File: src/ihex_pkg.sv
`default_nettype none
// ----------------------------------------------------------------------------
// ihex_pkg
// Shared types and codes for the Intel HEX record parser.
// ----------------------------------------------------------------------------
package ihex_pkg;

  // Result kinds
  localparam logic [1:0] KIND_DATA   = 2'd0;
  localparam logic [1:0] KIND_RECORD = 2'd1;
  localparam logic [1:0] KIND_EOF    = 2'd2;
  localparam logic [1:0] KIND_ERROR  = 2'd3;

  // Error codes
  localparam logic [2:0] ERR_NONE     = 3'd0;
  localparam logic [2:0] ERR_NO_COLON = 3'd1;
  localparam logic [2:0] ERR_DIGIT    = 3'd2;
  localparam logic [2:0] ERR_TYPE     = 3'd3;
  localparam logic [2:0] ERR_CHECKSUM = 3'd4;

  // Record types
  localparam logic [7:0] REC_DATA = 8'h00;
  localparam logic [7:0] REC_EOF  = 8'h01;

  // Characters of interest
  localparam logic [7:0] CHAR_COLON   = 8'h3A;
  localparam logic [7:0] CHAR_NEWLINE = 8'h0A;

  localparam logic [23:0] IMAGE_MAX = 24'hFF_FFFF;

  // One classified character, moved from the front end to the back end
  typedef struct packed {
    logic       eos;
    logic       is_colon;
    logic       is_newline;
    logic       is_hex;
    logic [3:0] nibble;
  } token_t;

endpackage
`default_nettype wire

File: src/ihex_front.sv
`default_nettype none
// ----------------------------------------------------------------------------
// ihex_front
// Accepts characters and classifies them into tokens (colon, newline,
// hex digit with its value, end of stream), one per cycle while the queue accepts them, registered.
// ----------------------------------------------------------------------------
module ihex_front (
  input  wire                  clk_i,
  input  wire                  rst_ni,
  input  wire                  in_valid_i,
  output logic                 in_ready_o,
  input  wire  [7:0]           character_i,
  input  wire                  end_of_stream_i,
  output logic                 tok_valid_o,
  input  wire                  tok_ready_i,
  output ihex_pkg::token_t     tok_o
);
  import ihex_pkg::*;

  logic   tok_valid_q, tok_valid_d;
  token_t tok_q, tok_d;
  logic   in_fire;

  assign in_ready_o = !tok_valid_q || tok_ready_i;
  assign in_fire    = in_valid_i && in_ready_o;

  // Classify the incoming character
  always_comb begin
    tok_d            = '0;
    tok_d.eos        = end_of_stream_i;
    tok_d.is_colon   = (character_i == CHAR_COLON);
    tok_d.is_newline = (character_i == CHAR_NEWLINE);
    if (character_i >= 8'h30 && character_i <= 8'h39) begin
      tok_d.is_hex = 1'b1;
      tok_d.nibble = character_i[3:0];
    end else if ((character_i >= 8'h61 && character_i <= 8'h66) ||
                 (character_i >= 8'h41 && character_i <= 8'h46)) begin
      tok_d.is_hex = 1'b1;
      tok_d.nibble = character_i[3:0] + 4'd9;
    end
  end

  // Hold the token until the queue takes it
  always_comb begin
    tok_valid_d = tok_valid_q;
    if (in_fire) begin
      tok_valid_d = 1'b1;
    end else if (tok_ready_i) begin
      tok_valid_d = 1'b0;
    end
  end

  always_ff @(posedge clk_i or negedge rst_ni) begin
    if (!rst_ni) begin
      tok_valid_q <= 1'b0;
    end else begin
      tok_valid_q <= tok_valid_d;
    end
  end

  always_ff @(posedge clk_i) begin
    if (in_fire) begin
      tok_q <= tok_d;
    end
  end

  assign tok_valid_o = tok_valid_q;
  assign tok_o       = tok_q;

endmodule
`default_nettype wire

File: src/ihex_queue.sv
`default_nettype none
// ----------------------------------------------------------------------------
// ihex_queue
// Two-entry token queue between the front end and the back end.
// ----------------------------------------------------------------------------
module ihex_queue (
  input  wire                  clk_i,
  input  wire                  rst_ni,
  input  wire                  push_valid_i,
  output logic                 push_ready_o,
  input  ihex_pkg::token_t     push_tok_i,
  output logic                 pop_valid_o,
  input  wire                  pop_ready_i,
  output ihex_pkg::token_t     pop_tok_o
);
  import ihex_pkg::*;

  token_t     mem_q [2];
  logic       wr_ptr_q, rd_ptr_q;
  logic [1:0] count_q;
  logic       push, pop;

  assign push_ready_o = (count_q != 2'd2);
  assign pop_valid_o  = (count_q != 2'd0);
  assign push         = push_valid_i && push_ready_o;
  assign pop          = pop_valid_o && pop_ready_i;
  assign pop_tok_o    = mem_q[rd_ptr_q];

  // Advance pointers and fill count
  always_ff @(posedge clk_i or negedge rst_ni) begin
    if (!rst_ni) begin
      wr_ptr_q <= 1'b0;
      rd_ptr_q <= 1'b0;
      count_q  <= 2'd0;
    end else begin
      if (push) wr_ptr_q <= !wr_ptr_q;
      if (pop)  rd_ptr_q <= !rd_ptr_q;
      if (push && !pop) begin
        count_q <= count_q + 2'd1;
      end else if (pop && !push) begin
        count_q <= count_q - 2'd1;
      end
    end
  end

  always_ff @(posedge clk_i) begin
    if (push) begin
      mem_q[wr_ptr_q] <= push_tok_i;
    end
  end

endmodule
`default_nettype wire

File: src/ihex_back.sv
`default_nettype none
// ----------------------------------------------------------------------------
// ihex_back
// Record state machine: pairs nibbles into bytes, tracks record fields,
// merges blocks and drives the registered result port.
// ----------------------------------------------------------------------------
module ihex_back (
  input  wire                  clk_i,
  input  wire                  rst_ni,
  input  wire                  cfg_we_i,
  input  wire                  cfg_wdata_i,
  input  wire                  tok_valid_i,
  output logic                 tok_ready_o,
  input  ihex_pkg::token_t     tok_i,
  output logic                 out_valid_o,
  input  wire                  out_ready_i,
  output logic [1:0]           kind_o,
  output logic [7:0]           data_byte_o,
  output logic [16:0]          byte_address_o,
  output logic [15:0]          block_index_o,
  output logic                 new_block_o,
  output logic [7:0]           record_length_o,
  output logic [2:0]           error_code_o,
  output logic [23:0]          byte_total_o
);
  import ihex_pkg::*;

  localparam logic [3:0] PH_COLON   = 4'd0;
  localparam logic [3:0] PH_COUNT   = 4'd1;
  localparam logic [3:0] PH_ADDR_HI = 4'd2;
  localparam logic [3:0] PH_ADDR_LO = 4'd3;
  localparam logic [3:0] PH_TYPE    = 4'd4;
  localparam logic [3:0] PH_DATA    = 4'd5;
  localparam logic [3:0] PH_CSUM    = 4'd6;
  localparam logic [3:0] PH_SKIP    = 4'd7;
  localparam logic [3:0] PH_DONE    = 4'd8;
  localparam logic [3:0] PH_ERROR   = 4'd9;

  logic [3:0]  phase_q, phase_d;
  logic [3:0]  hnib_q, hnib_d;
  logic        pend_q, pend_d;
  logic [7:0]  count_q, count_d;
  logic [7:0]  left_q, left_d;
  logic [15:0] addr_q, addr_d;
  logic [7:0]  rkind_q, rkind_d;
  logic [7:0]  sum_q, sum_d;
  logic        opens_q, opens_d;
  logic        exists_q, exists_d;
  logic [16:0] bend_q, bend_d;
  logic [15:0] bcount_q, bcount_d;
  logic [23:0] image_q, image_d;
  logic        verify_q;

  logic        out_valid_q, out_valid_d;
  logic        emit;
  logic [1:0]  kind_d;
  logic [7:0]  data_d;
  logic [16:0] baddr_d;
  logic [15:0] bidx_d;
  logic        newb_d;
  logic [7:0]  rlen_d;
  logic [2:0]  ecode_d;

  logic [1:0]  kind_q;
  logic [7:0]  data_q;
  logic [16:0] baddr_q;
  logic [15:0] bidx_q;
  logic        newb_q;
  logic [7:0]  rlen_q;
  logic [2:0]  ecode_q;
  logic [23:0] osize_q;

  logic        tok_fire;
  logic [7:0]  byte_val;
  logic [15:0] cur_idx;
  logic [24:0] image_sum;
  logic [7:0]  offset;

  assign tok_ready_o = !out_valid_q || out_ready_i;
  assign tok_fire    = tok_valid_i && tok_ready_o;
  assign byte_val    = {hnib_q, tok_i.nibble};
  assign cur_idx     = opens_q ? bcount_q : (bcount_q - 16'd1);
  assign image_sum   = {1'b0, image_q} + {17'd0, count_q};
  assign offset      = count_q - left_q;

  // Step the record state for one token
  always_comb begin
    phase_d  = phase_q;
    hnib_d   = hnib_q;
    pend_d   = pend_q;
    count_d  = count_q;
    left_d   = left_q;
    addr_d   = addr_q;
    rkind_d  = rkind_q;
    sum_d    = sum_q;
    opens_d  = opens_q;
    exists_d = exists_q;
    bend_d   = bend_q;
    bcount_d = bcount_q;
    image_d  = image_q;
    emit     = 1'b0;
    kind_d   = KIND_DATA;
    data_d   = '0;
    baddr_d  = '0;
    bidx_d   = '0;
    newb_d   = 1'b0;
    rlen_d   = '0;
    ecode_d  = ERR_NONE;

    if (tok_fire && phase_q != PH_ERROR && phase_q != PH_DONE) begin
      if (tok_i.eos) begin
        emit    = 1'b1;
        kind_d  = KIND_ERROR;
        phase_d = PH_ERROR;
        ecode_d = (phase_q == PH_COLON || phase_q == PH_SKIP) ? ERR_NO_COLON : ERR_DIGIT;
      end else if (phase_q == PH_COLON) begin
        if (!tok_i.is_colon) begin
          emit    = 1'b1;
          kind_d  = KIND_ERROR;
          phase_d = PH_ERROR;
          ecode_d = ERR_NO_COLON;
        end else begin
          sum_d   = '0;
          pend_d  = 1'b0;
          hnib_d  = '0;
          phase_d = PH_COUNT;
        end
      end else if (phase_q == PH_SKIP) begin
        if (tok_i.is_newline) phase_d = PH_COLON;
      end else if (!tok_i.is_hex) begin
        emit    = 1'b1;
        kind_d  = KIND_ERROR;
        phase_d = PH_ERROR;
        ecode_d = ERR_DIGIT;
      end else if (!pend_q) begin
        hnib_d = tok_i.nibble;
        pend_d = 1'b1;
      end else begin
        // Complete a byte
        pend_d = 1'b0;
        sum_d  = sum_q + byte_val;
        unique case (phase_q)
          PH_COUNT: begin
            count_d = byte_val;
            phase_d = PH_ADDR_HI;
          end
          PH_ADDR_HI: begin
            addr_d  = {byte_val, 8'd0};
            phase_d = PH_ADDR_LO;
          end
          PH_ADDR_LO: begin
            addr_d  = {addr_q[15:8], byte_val};
            phase_d = PH_TYPE;
          end
          PH_TYPE: begin
            rkind_d = byte_val;
            left_d  = count_q;
            opens_d = !(exists_q && bend_q == {1'b0, addr_q});
            phase_d = (count_q != 8'd0) ? PH_DATA : PH_CSUM;
          end
          PH_DATA: begin
            if (rkind_q == REC_DATA) begin
              emit    = 1'b1;
              kind_d  = KIND_DATA;
              data_d  = byte_val;
              baddr_d = {1'b0, addr_q} + {9'd0, offset};
              bidx_d  = cur_idx;
              newb_d  = opens_q;
            end
            left_d = left_q - 8'd1;
            if (left_q == 8'd1) phase_d = PH_CSUM;
          end
          PH_CSUM: begin
            emit = 1'b1;
            if (rkind_q > REC_EOF) begin
              kind_d  = KIND_ERROR;
              phase_d = PH_ERROR;
              ecode_d = ERR_TYPE;
            end else if (verify_q && sum_d != 8'd0) begin
              kind_d  = KIND_ERROR;
              phase_d = PH_ERROR;
              ecode_d = ERR_CHECKSUM;
            end else if (rkind_q == REC_EOF) begin
              kind_d  = KIND_EOF;
              phase_d = PH_DONE;
              rlen_d  = count_q;
            end else begin
              // Close the data record: extend or open a block
              if (opens_q) begin
                bcount_d = bcount_q + 16'd1;
                exists_d = 1'b1;
                bend_d   = {1'b0, addr_q} + {9'd0, count_q};
              end else begin
                bend_d   = bend_q + {9'd0, count_q};
              end
              image_d = image_sum[24] ? IMAGE_MAX : image_sum[23:0];
              kind_d  = KIND_RECORD;
              phase_d = PH_SKIP;
              baddr_d = {1'b0, addr_q};
              bidx_d  = cur_idx;
              newb_d  = opens_q;
              rlen_d  = count_q;
            end
          end
          default: begin
            phase_d = phase_q;
          end
        endcase
      end
    end
  end

  // Hold the result until it is taken
  always_comb begin
    out_valid_d = out_valid_q;
    if (emit) begin
      out_valid_d = 1'b1;
    end else if (out_ready_i) begin
      out_valid_d = 1'b0;
    end
  end

  always_ff @(posedge clk_i or negedge rst_ni) begin
    if (!rst_ni) begin
      phase_q     <= PH_COLON;
      hnib_q      <= '0;
      pend_q      <= 1'b0;
      count_q     <= '0;
      left_q      <= '0;
      addr_q      <= '0;
      rkind_q     <= '0;
      sum_q       <= '0;
      opens_q     <= 1'b0;
      exists_q    <= 1'b0;
      bend_q      <= '0;
      bcount_q    <= '0;
      image_q     <= '0;
      verify_q    <= 1'b0;
      out_valid_q <= 1'b0;
    end else begin
      phase_q     <= phase_d;
      hnib_q      <= hnib_d;
      pend_q      <= pend_d;
      count_q     <= count_d;
      left_q      <= left_d;
      addr_q      <= addr_d;
      rkind_q     <= rkind_d;
      sum_q       <= sum_d;
      opens_q     <= opens_d;
      exists_q    <= exists_d;
      bend_q      <= bend_d;
      bcount_q    <= bcount_d;
      image_q     <= image_d;
      out_valid_q <= out_valid_d;
      if (cfg_we_i) verify_q <= cfg_wdata_i;
    end
  end

  // Capture result payload
  always_ff @(posedge clk_i) begin
    if (emit) begin
      kind_q  <= kind_d;
      data_q  <= data_d;
      baddr_q <= baddr_d;
      bidx_q  <= bidx_d;
      newb_q  <= newb_d;
      rlen_q  <= rlen_d;
      ecode_q <= ecode_d;
      osize_q <= image_d;
    end
  end

  assign out_valid_o     = out_valid_q;
  assign kind_o          = kind_q;
  assign data_byte_o     = data_q;
  assign byte_address_o  = baddr_q;
  assign block_index_o   = bidx_q;
  assign new_block_o     = newb_q;
  assign record_length_o = rlen_q;
  assign error_code_o    = ecode_q;
  assign byte_total_o    = osize_q;

endmodule
`default_nettype wire

File: src/intel_hex_record_parser_unit.sv
`default_nettype none
// ----------------------------------------------------------------------------
// intel_hex_record_parser_unit
// Intel HEX text parser: emits data bytes, record summaries and errors.
// ----------------------------------------------------------------------------
// Usage:
//   Input channel (in_valid_i/in_ready_o) takes one character per transfer,
//   with end_of_stream_i marking that the text is exhausted.
//   Output channel (out_valid_o/out_ready_i) gives at most one result per
//   character: a data byte, a data record summary, the end-of-file record,
//   or an error. Errors and the end-of-file record are final until reset.
//   cfg_we_i/cfg_wdata_i write verify_checksum; write only while idle.
//   Throughput: one character per cycle while out_ready_i does not hold a
//   result; the back end updates the record state once per token.
//   A result passes the classify register (loaded at the transfer), the
//   token queue and the result register, in that order.
//   A stalled receiver holds the result register; the front end and the
//   two-entry queue keep filling until they are full, then in_ready_o drops.
//   Reset clears all record and block state, the queue and verify_checksum.
// ----------------------------------------------------------------------------
module intel_hex_record_parser_unit (
  input  wire         clk_i,
  input  wire         rst_ni,
  input  wire         cfg_we_i,
  input  wire         cfg_wdata_i,
  input  wire         in_valid_i,
  output logic        in_ready_o,
  input  wire  [7:0]  character_i,
  input  wire         end_of_stream_i,
  output logic        out_valid_o,
  input  wire         out_ready_i,
  output logic [1:0]  kind_o,
  output logic [7:0]  data_byte_o,
  output logic [16:0] byte_address_o,
  output logic [15:0] block_index_o,
  output logic        new_block_o,
  output logic [7:0]  record_length_o,
  output logic [2:0]  error_code_o,
  output logic [23:0] byte_total_o
);
  import ihex_pkg::*;

  logic   f_valid, f_ready;
  token_t f_tok;
  logic   q_valid, q_ready;
  token_t q_tok;

  // Classify characters
  ihex_front u_front (
    .clk_i           (clk_i),
    .rst_ni          (rst_ni),
    .in_valid_i      (in_valid_i),
    .in_ready_o      (in_ready_o),
    .character_i     (character_i),
    .end_of_stream_i (end_of_stream_i),
    .tok_valid_o     (f_valid),
    .tok_ready_i     (f_ready),
    .tok_o           (f_tok)
  );

  // Decouple front and back
  ihex_queue u_queue (
    .clk_i        (clk_i),
    .rst_ni       (rst_ni),
    .push_valid_i (f_valid),
    .push_ready_o (f_ready),
    .push_tok_i   (f_tok),
    .pop_valid_o  (q_valid),
    .pop_ready_i  (q_ready),
    .pop_tok_o    (q_tok)
  );

  // Run the record state machine
  ihex_back u_back (
    .clk_i           (clk_i),
    .rst_ni          (rst_ni),
    .cfg_we_i        (cfg_we_i),
    .cfg_wdata_i     (cfg_wdata_i),
    .tok_valid_i     (q_valid),
    .tok_ready_o     (q_ready),
    .tok_i           (q_tok),
    .out_valid_o     (out_valid_o),
    .out_ready_i     (out_ready_i),
    .kind_o          (kind_o),
    .data_byte_o     (data_byte_o),
    .byte_address_o  (byte_address_o),
    .block_index_o   (block_index_o),
    .new_block_o     (new_block_o),
    .record_length_o (record_length_o),
    .error_code_o    (error_code_o),
    .byte_total_o    (byte_total_o)
  );

endmodule
`default_nettype wire

File: config.mk
export PLATFORM = sky130hd
export DESIGN_NAME = intel_hex_record_parser_unit
export DESIGN_NICKNAME = d
export VERILOG_FILES = /design/src/ihex_pkg.sv /design/src/ihex_front.sv /design/src/ihex_queue.sv /design/src/ihex_back.sv /design/src/intel_hex_record_parser_unit.sv
export SDC_FILE = /design/constraint.sdc
export NUM_CORES = 1
export LEC_CHECK = 0
export ABC_AREA = 1
export BUFFER_PORTS_ARGS = -buffer_cell sky130_fd_sc_hd__buf_2
export CAP_MARGIN = 20
export CORE_ASPECT_RATIO = 1.25
export CORE_MARGIN = 3
export CORE_UTILIZATION = 40
export DETAILED_ROUTE_END_ITERATION = 8
export MAX_ROUTING_LAYER = met4
export SYNTH_ARGS = -nofsm -noshare
export SYNTH_HDL_FRONTEND = slang
export SYNTH_SLANG_ARGS = --single-unit
File: constraint.sdc
create_clock -name clk_i -period 4.2 [get_ports clk_i]
set_clock_uncertainty 0.2 [all_clocks]
set_input_delay 0.63 -clock clk_i [delete_from_list [all_inputs] [get_ports clk_i]]
set_output_delay 0.63 -clock clk_i [all_outputs]
set_load 0.02 [all_outputs]
## Yosys cells after proc, flatten, opt, wreduce, memory -nomap -nowiden

Memories as Yosys holds them, arrays and structs flattened.
Index checks and enable logic that the tools add are counted.

| cells by class | value |
|---|---|
| $add $sub $neg | 12 |
| $lt $le $gt $ge | 7 |
| eq/ne operators | 22 |
| mux-type cells | 97 |
| bitwise operators | 13 |
| reduce and logical (&&, ||, !) cells | 49 |

Operators by type and width:

| kind | count |
|---|---|
| two-way mux 24 bit | 11 |
| two-way mux 16 bit | 6 |
| two-way mux 17 bit | 4 |
| two-way mux 4 bit | 17 |
| case mux 16 bit (2 select lines) | 2 |
| two-way mux 8 bit | 5 |
| adder 16 x 8 -> 17 bit | 2 |
| case mux 17 bit (2 select lines) | 1 |
| two-way mux 2 bit | 14 |
| AND reduction 7 bit | 4 |
| adder 24 x 8 -> 25 bit | 1 |
| two-way mux 1 bit | 24 |
| two-way mux 3 bit | 8 |
| case mux 4 bit (6 select lines) | 1 |
| adder 17 x 8 -> 17 bit | 1 |
| == test 17 x 16 -> 1 bit | 1 |
| adder 16 x 1 -> 16 bit, second input constant | 1 |
| == test 4 x 3 -> 1 bit, second input constant | 4 |
| == test 8 x 1 -> 1 bit, second input constant | 2 |
| greater-or-equal comparator 8 x 7 -> 1 bit, second input constant | 2 |
| <= comparator 8 x 7 -> 1 bit, second input constant | 2 |
| case mux 8 bit (2 select lines) | 1 |
| nonzero test 2 bit | 8 |
| nonzero test 8 bit | 2 |
| other kinds (37) | 76 |

| word-level totals | value |
|---|---|
| flip-flop bits (word level) | 210 |
| bits in writable memories | 16 |
| output and inout bits | 81 |
| logic and storage cells | 234 |
| memories | 1 |

Memory list:

| name | words | bits a word | read ports | clocked after Yosys merged registers in | write ports | line | text |
|---|---|---|---|---|---|---|---|
| u_queue.mem_q | 2 | 8 | 1 | 0 | 1 | ihex_queue.sv:18 | `token_t mem_q [2];` |

## Depth between registers and ports, before layout

An unclocked memory read counts as a cell.

| depth | value |
|---|---|
| depth in word-level cells | 13 |
| gate-level depth with buffers | 24 |
| mapped depth without buffers | 24 |

## By module

From an unflattened synthesis, not the netlist that was laid out.

| unflattened totals | value |
|---|---|
| cell total of the unflattened synthesis | 1,489 |
| area, all modules | 12,844.8 µm² |

By module, submodules not included:

| module | instances | cells each | area an instance (µm²) | sequential area each (µm²) |
|---|---|---|---|---|
| ihex_back | 1 | 1,347 | 11,415.9 | 5,325.1 |
| ihex_queue | 1 | 70 | 827.0 | 580.6 |
| ihex_front | 1 | 72 | 601.8 | 265.3 |

## Worst setup path after synthesis

Ideal clock, no wire load.

| path | value |
|---|---|
| path type | input to register |
| from | input port out_ready_i |
| to | register u_back.out_valid_q (netlist: u_back.out_valid_o) |
| library setup time | 0.143 ns |
| arrival time | 3.411 ns |
| data required time | 3.857 ns |
| slack | 0.445 ns |
| cell stages on the path | 7 |
| path buffers | 0 |
| path through | nor2_1 > a21oi_2 > nand2_1 > inv_2 > o21ai_0 > nand2_1 > or2_2 |

| between the ends | value |
|---|---|
| cells in the longest elaborated chain, start to end | 6 |

Ends and longest elaborated chain:

| element | line | text |
|---|---|---|
| from (decl) | intel_hex_record_parser_unit.sv:31 | `input wire out_ready_i,` |
| logical OR 1 bit (*) | ihex_back.sv:79 | `assign tok_ready_o = !out_valid_q \|\| out_ready_i;` |
| logical AND 1 bit (*) | ihex_back.sv:80 | `assign tok_fire = tok_valid_i && tok_ready_o;` |
| logical AND 1 bit (*) (2 in series) | ihex_back.sv:110 | `if (tok_fire && phase_q != PH_ERROR && phase_q != PH_DONE) begin` |
| two-way mux 1 bit (*) | ihex_back.sv:110 |  |
| via u_back.emit | ihex_back.sv:55 | `logic emit;` |
| two-way mux 1 bit / nonzero test 2 bit (equally long branches) | -- |  |
| to (signal assigned) | ihex_back.sv:254 | `out_valid_q <= out_valid_d;` |
| to (decl) | ihex_back.sv:54 | `logic out_valid_q, out_valid_d;` |

Mark *: on every way through the listed nets, which the timed path passes. The rest lies on a longest branch.
A chain may end at the register's enable or synchronous reset.

==> qor.txt <==
Die area - 33420 µm²
Die width - 164.1 µm
Most common cell after layout, fill and taps aside - nand2_1
Buffers & Inverters on Critical Path - 3
Final Hold Vio Count - 0
# setup viols final - 0
Sequential share of the synthesized area - 0.4937
Relative slew slack - 0.4596
First-iteration detailed-routing DRC count - 629
Critical path type - flop to flop
Vias in the first global route - 10030
CP Depth - 18
Mapped Cells - 1460
RSZ-0062 raised after global routing - no
Final Util - 0.4730
Commonest non-fill, non-tap cells in the layout - 299 x nand2_1, 206 x inv_1, 130 x nor2_1
Clk slew on worst S/H paths - 60 ps
Largest net degree at the start of global routing - 57
Yosys reg bits - 226
Hold slack final - 88.70 ps
Max-Cap Viols - 0
Area leader, netlist - edfxtp_1
Area post-placement - 13550 µm²
GR Layer Usage met1 - 0.2541
First-pass GRT wire length - 52560 µm
CP max stage cell - or2_1
FF+latch area - 6171 µm²
Leakage - 6.649 nW
FMAX - 260.7 MHz
Fin crit period - 3836 ps
Nets@finish - 1649
GRT overflow - 0
Postcts setup bufs - 0
CP Capture Type - flop
Largest delay share family, worst path - simple AND/OR/NAND/NOR gates
Syn-to-layout area delta - 15.31%
Core region area - 30470 µm²
Initial antenna violation count - 0
Hold Crit Class - primary input to flop
Power, Total - 9.628 mW
Cells along the critical path - inv_4, or2_2, o21ai_1, inv_1, ha_1, fa_1, nand2_1, nand3_1, nand3_1, nand3_1, nand2_1, nor2_1, nand2_1, nand2_2, buf_4, nand3_2, or2_1, o21ai_0
DR pass1 iterations - 5
Via density - 5.089
Final count of pins violating max slew - 0
Rows - 71
Peak VDD IR - 0.3778 mV
Pre-CTS setup slack - 317.2 ps
Power density over the cells - 668.1 nW/µm²
TritonCTS clock tree - done
Fill cell count - 3000
Ant diodes - 0
Met3 Use GR - 0.02580
Status - finished, final reports clean
Die Span Y - 203.6 µm
Final worst slack - 364.5 ps
Initial Util - 0.4102
Antenna-violating nets left - 0
Period utilization - 0.9132
Final RePlAce weighted congestion - 0.9348
Layout Cells excl Fill - 2002
Clock root cell - clkbuf_16
GR peak layer - met2
Synth cell types - 56
Drt total wl - 32490 µm
Top Ports - 96
H-tree depth - 1
Setup TNS - 0 ps
EDFF count, synth - 103
Post-Syn Area per Cell - 8.560 µm²
Required time of the critical path - 4240 ps
GR Util met2 - 0.3438
Worst Reg-to-Reg Cells - 18
CTS buffer count - 26
Total clock sinks - 226
Routed len/inst - 16.23 µm
# resized after CTS - 0
CP max FO - 15
Input/output buffers - 95
Multi-input gate area - 5375 µm²
Cell area after layout - 14410 µm²
Dpl hpwl - 24530 µm
Placed Instances - 1954
Top cell type's share of synthesized area - 0.2475
Net Count, Synth - 1527
Overall Global Routing Usage - 0.2029
Clk buf depth - 3
Via count - 10190
Area contributors post-synth - edfxtp_1 25%, dfrtp_1 25%, nand2_1 9.0%, inv_1 6.2%, o21ai_0 4.8%
Residual DRC - 0
Ys flop type - dfrtp_1
Synthesized area - 12500 µm²
WP data arrival - 3880 ps
FFs w/ async S/R, synth - 0.5442
Worst setup SP type - flop
Layout cells sized above 1 - 0.1262
Worst-margin pin slew - 803.2 ps
Crit path largest cell delay - 470 ps
Synth warn - 0
Hold path depth - 1
Clk Latency, worst-skew pair - 540 ps
power by group:
part / switching [mW] / internal [mW] / total [mW]
Clock: 0.908 / 1.36 / 2.27
Sequential: 0.392 / 3.16 / 3.55
Combinational: 2.59 / 1.22 / 3.81
Total: 3.89 / 5.73 / 9.63
layout make-up:
type	instances	area share
clock buffer	36	0.04923
clock inverter	11	0.009637
inverter	218	0.05704
multi-input combinational	990	0.3730
sequential	226	0.4282
tap	401	0.03482
timing repair buffer	120	0.04810
worst register-to-register path, delay by kind of cell (launching register included):
family                   cells  cell delay [ps]
buffers and inverters        3              350
adder cells (fa/ha/maj)      2              700
AND/OR/NAND/NOR             11             1590
AO/OA/AOI/OAI                2              320
flip-flops                   1              400
worst paths after layout:
check,startpoint,endpoint,slack [ps]
worst max-delay path,u_queue.rd_ptr_q,u_back.byte_total_o[8],360
worst min-delay path,end_of_stream_i,u_front.tok_o[7],90
worst max register to register,u_queue.rd_ptr_q,u_back.byte_total_o[8],360
worst min register to register,u_front.tok_o[7],u_queue.mem_q[0][7],250
max in group asynchronous,rst_ni,u_back.phase_q[2],2490
min in group asynchronous,rst_ni,u_back.addr_q[15],440
timing repair:
item                                    4_1_cts  5_1_grt
hold buffers                                  1        0
endpoints found under the hold margin        35        0
endpoints found under the setup margin        0        0
flip-flops by register name, summed over array words and instances, names as in the netlist, 8 cells and up:
name and flops:
u_back.image_q 24, u_back.byte_total_o 24, u_back.bend_q 17, u_back.addr_q 16, u_front.tok_o 8, u_back.left_q 8, u_back.record_length_o 8, u_back.sum_q 8
u_back.bcount_q 16, u_back.count_q 8, u_back.block_index_o 16, u_back.data_byte_o 8, u_back.byte_address_o 17, u_back.rkind_q 8, u_queue.mem_q 16
metal layers:
layer / share of wire / wire (µm) / vias up
li1: - / - / 5122
met1: 0.43 / 13910 / 4792
met2: 0.50 / 16120 / 216
met3: 0.048 / 1551 / 59
met4: 0.028 / 911 / 0
met5: 0 / 0 / -
cell families after synthesis:
family,count (synthesis),share of synthesized area
AO/OA/AOI/OAI,259,0.1144
XOR/XNOR,56,0.03924
adder cells (fa/ha/maj),52,0.05506
buffers and inverters,244,0.07678
flip-flops,226,0.4937
multiplexers,2,0.001702
AND/OR/NAND/NOR,621,0.2190
cell usage after synthesis, drive strengths merged, types with 2 or more instances:
library cell	n
o21ai	133
dfrtp	123
ha	47
o211ai	3
o21bai	2
nand2	307
a21oi	71
o2111ai	2
edfxtp	103
clkinv	2
buf	13
or2	12
inv	216
o21a	2
a211oi	2
nand4	23
fa	5
nor2	136
nand3	103
clkbuf	13
o32ai	5
xor2	43
o22ai	28
nor4	9
nor3	30
o31ai	3
xnor2	13
a31oi	2
Power figures use the tool's default switching activity.
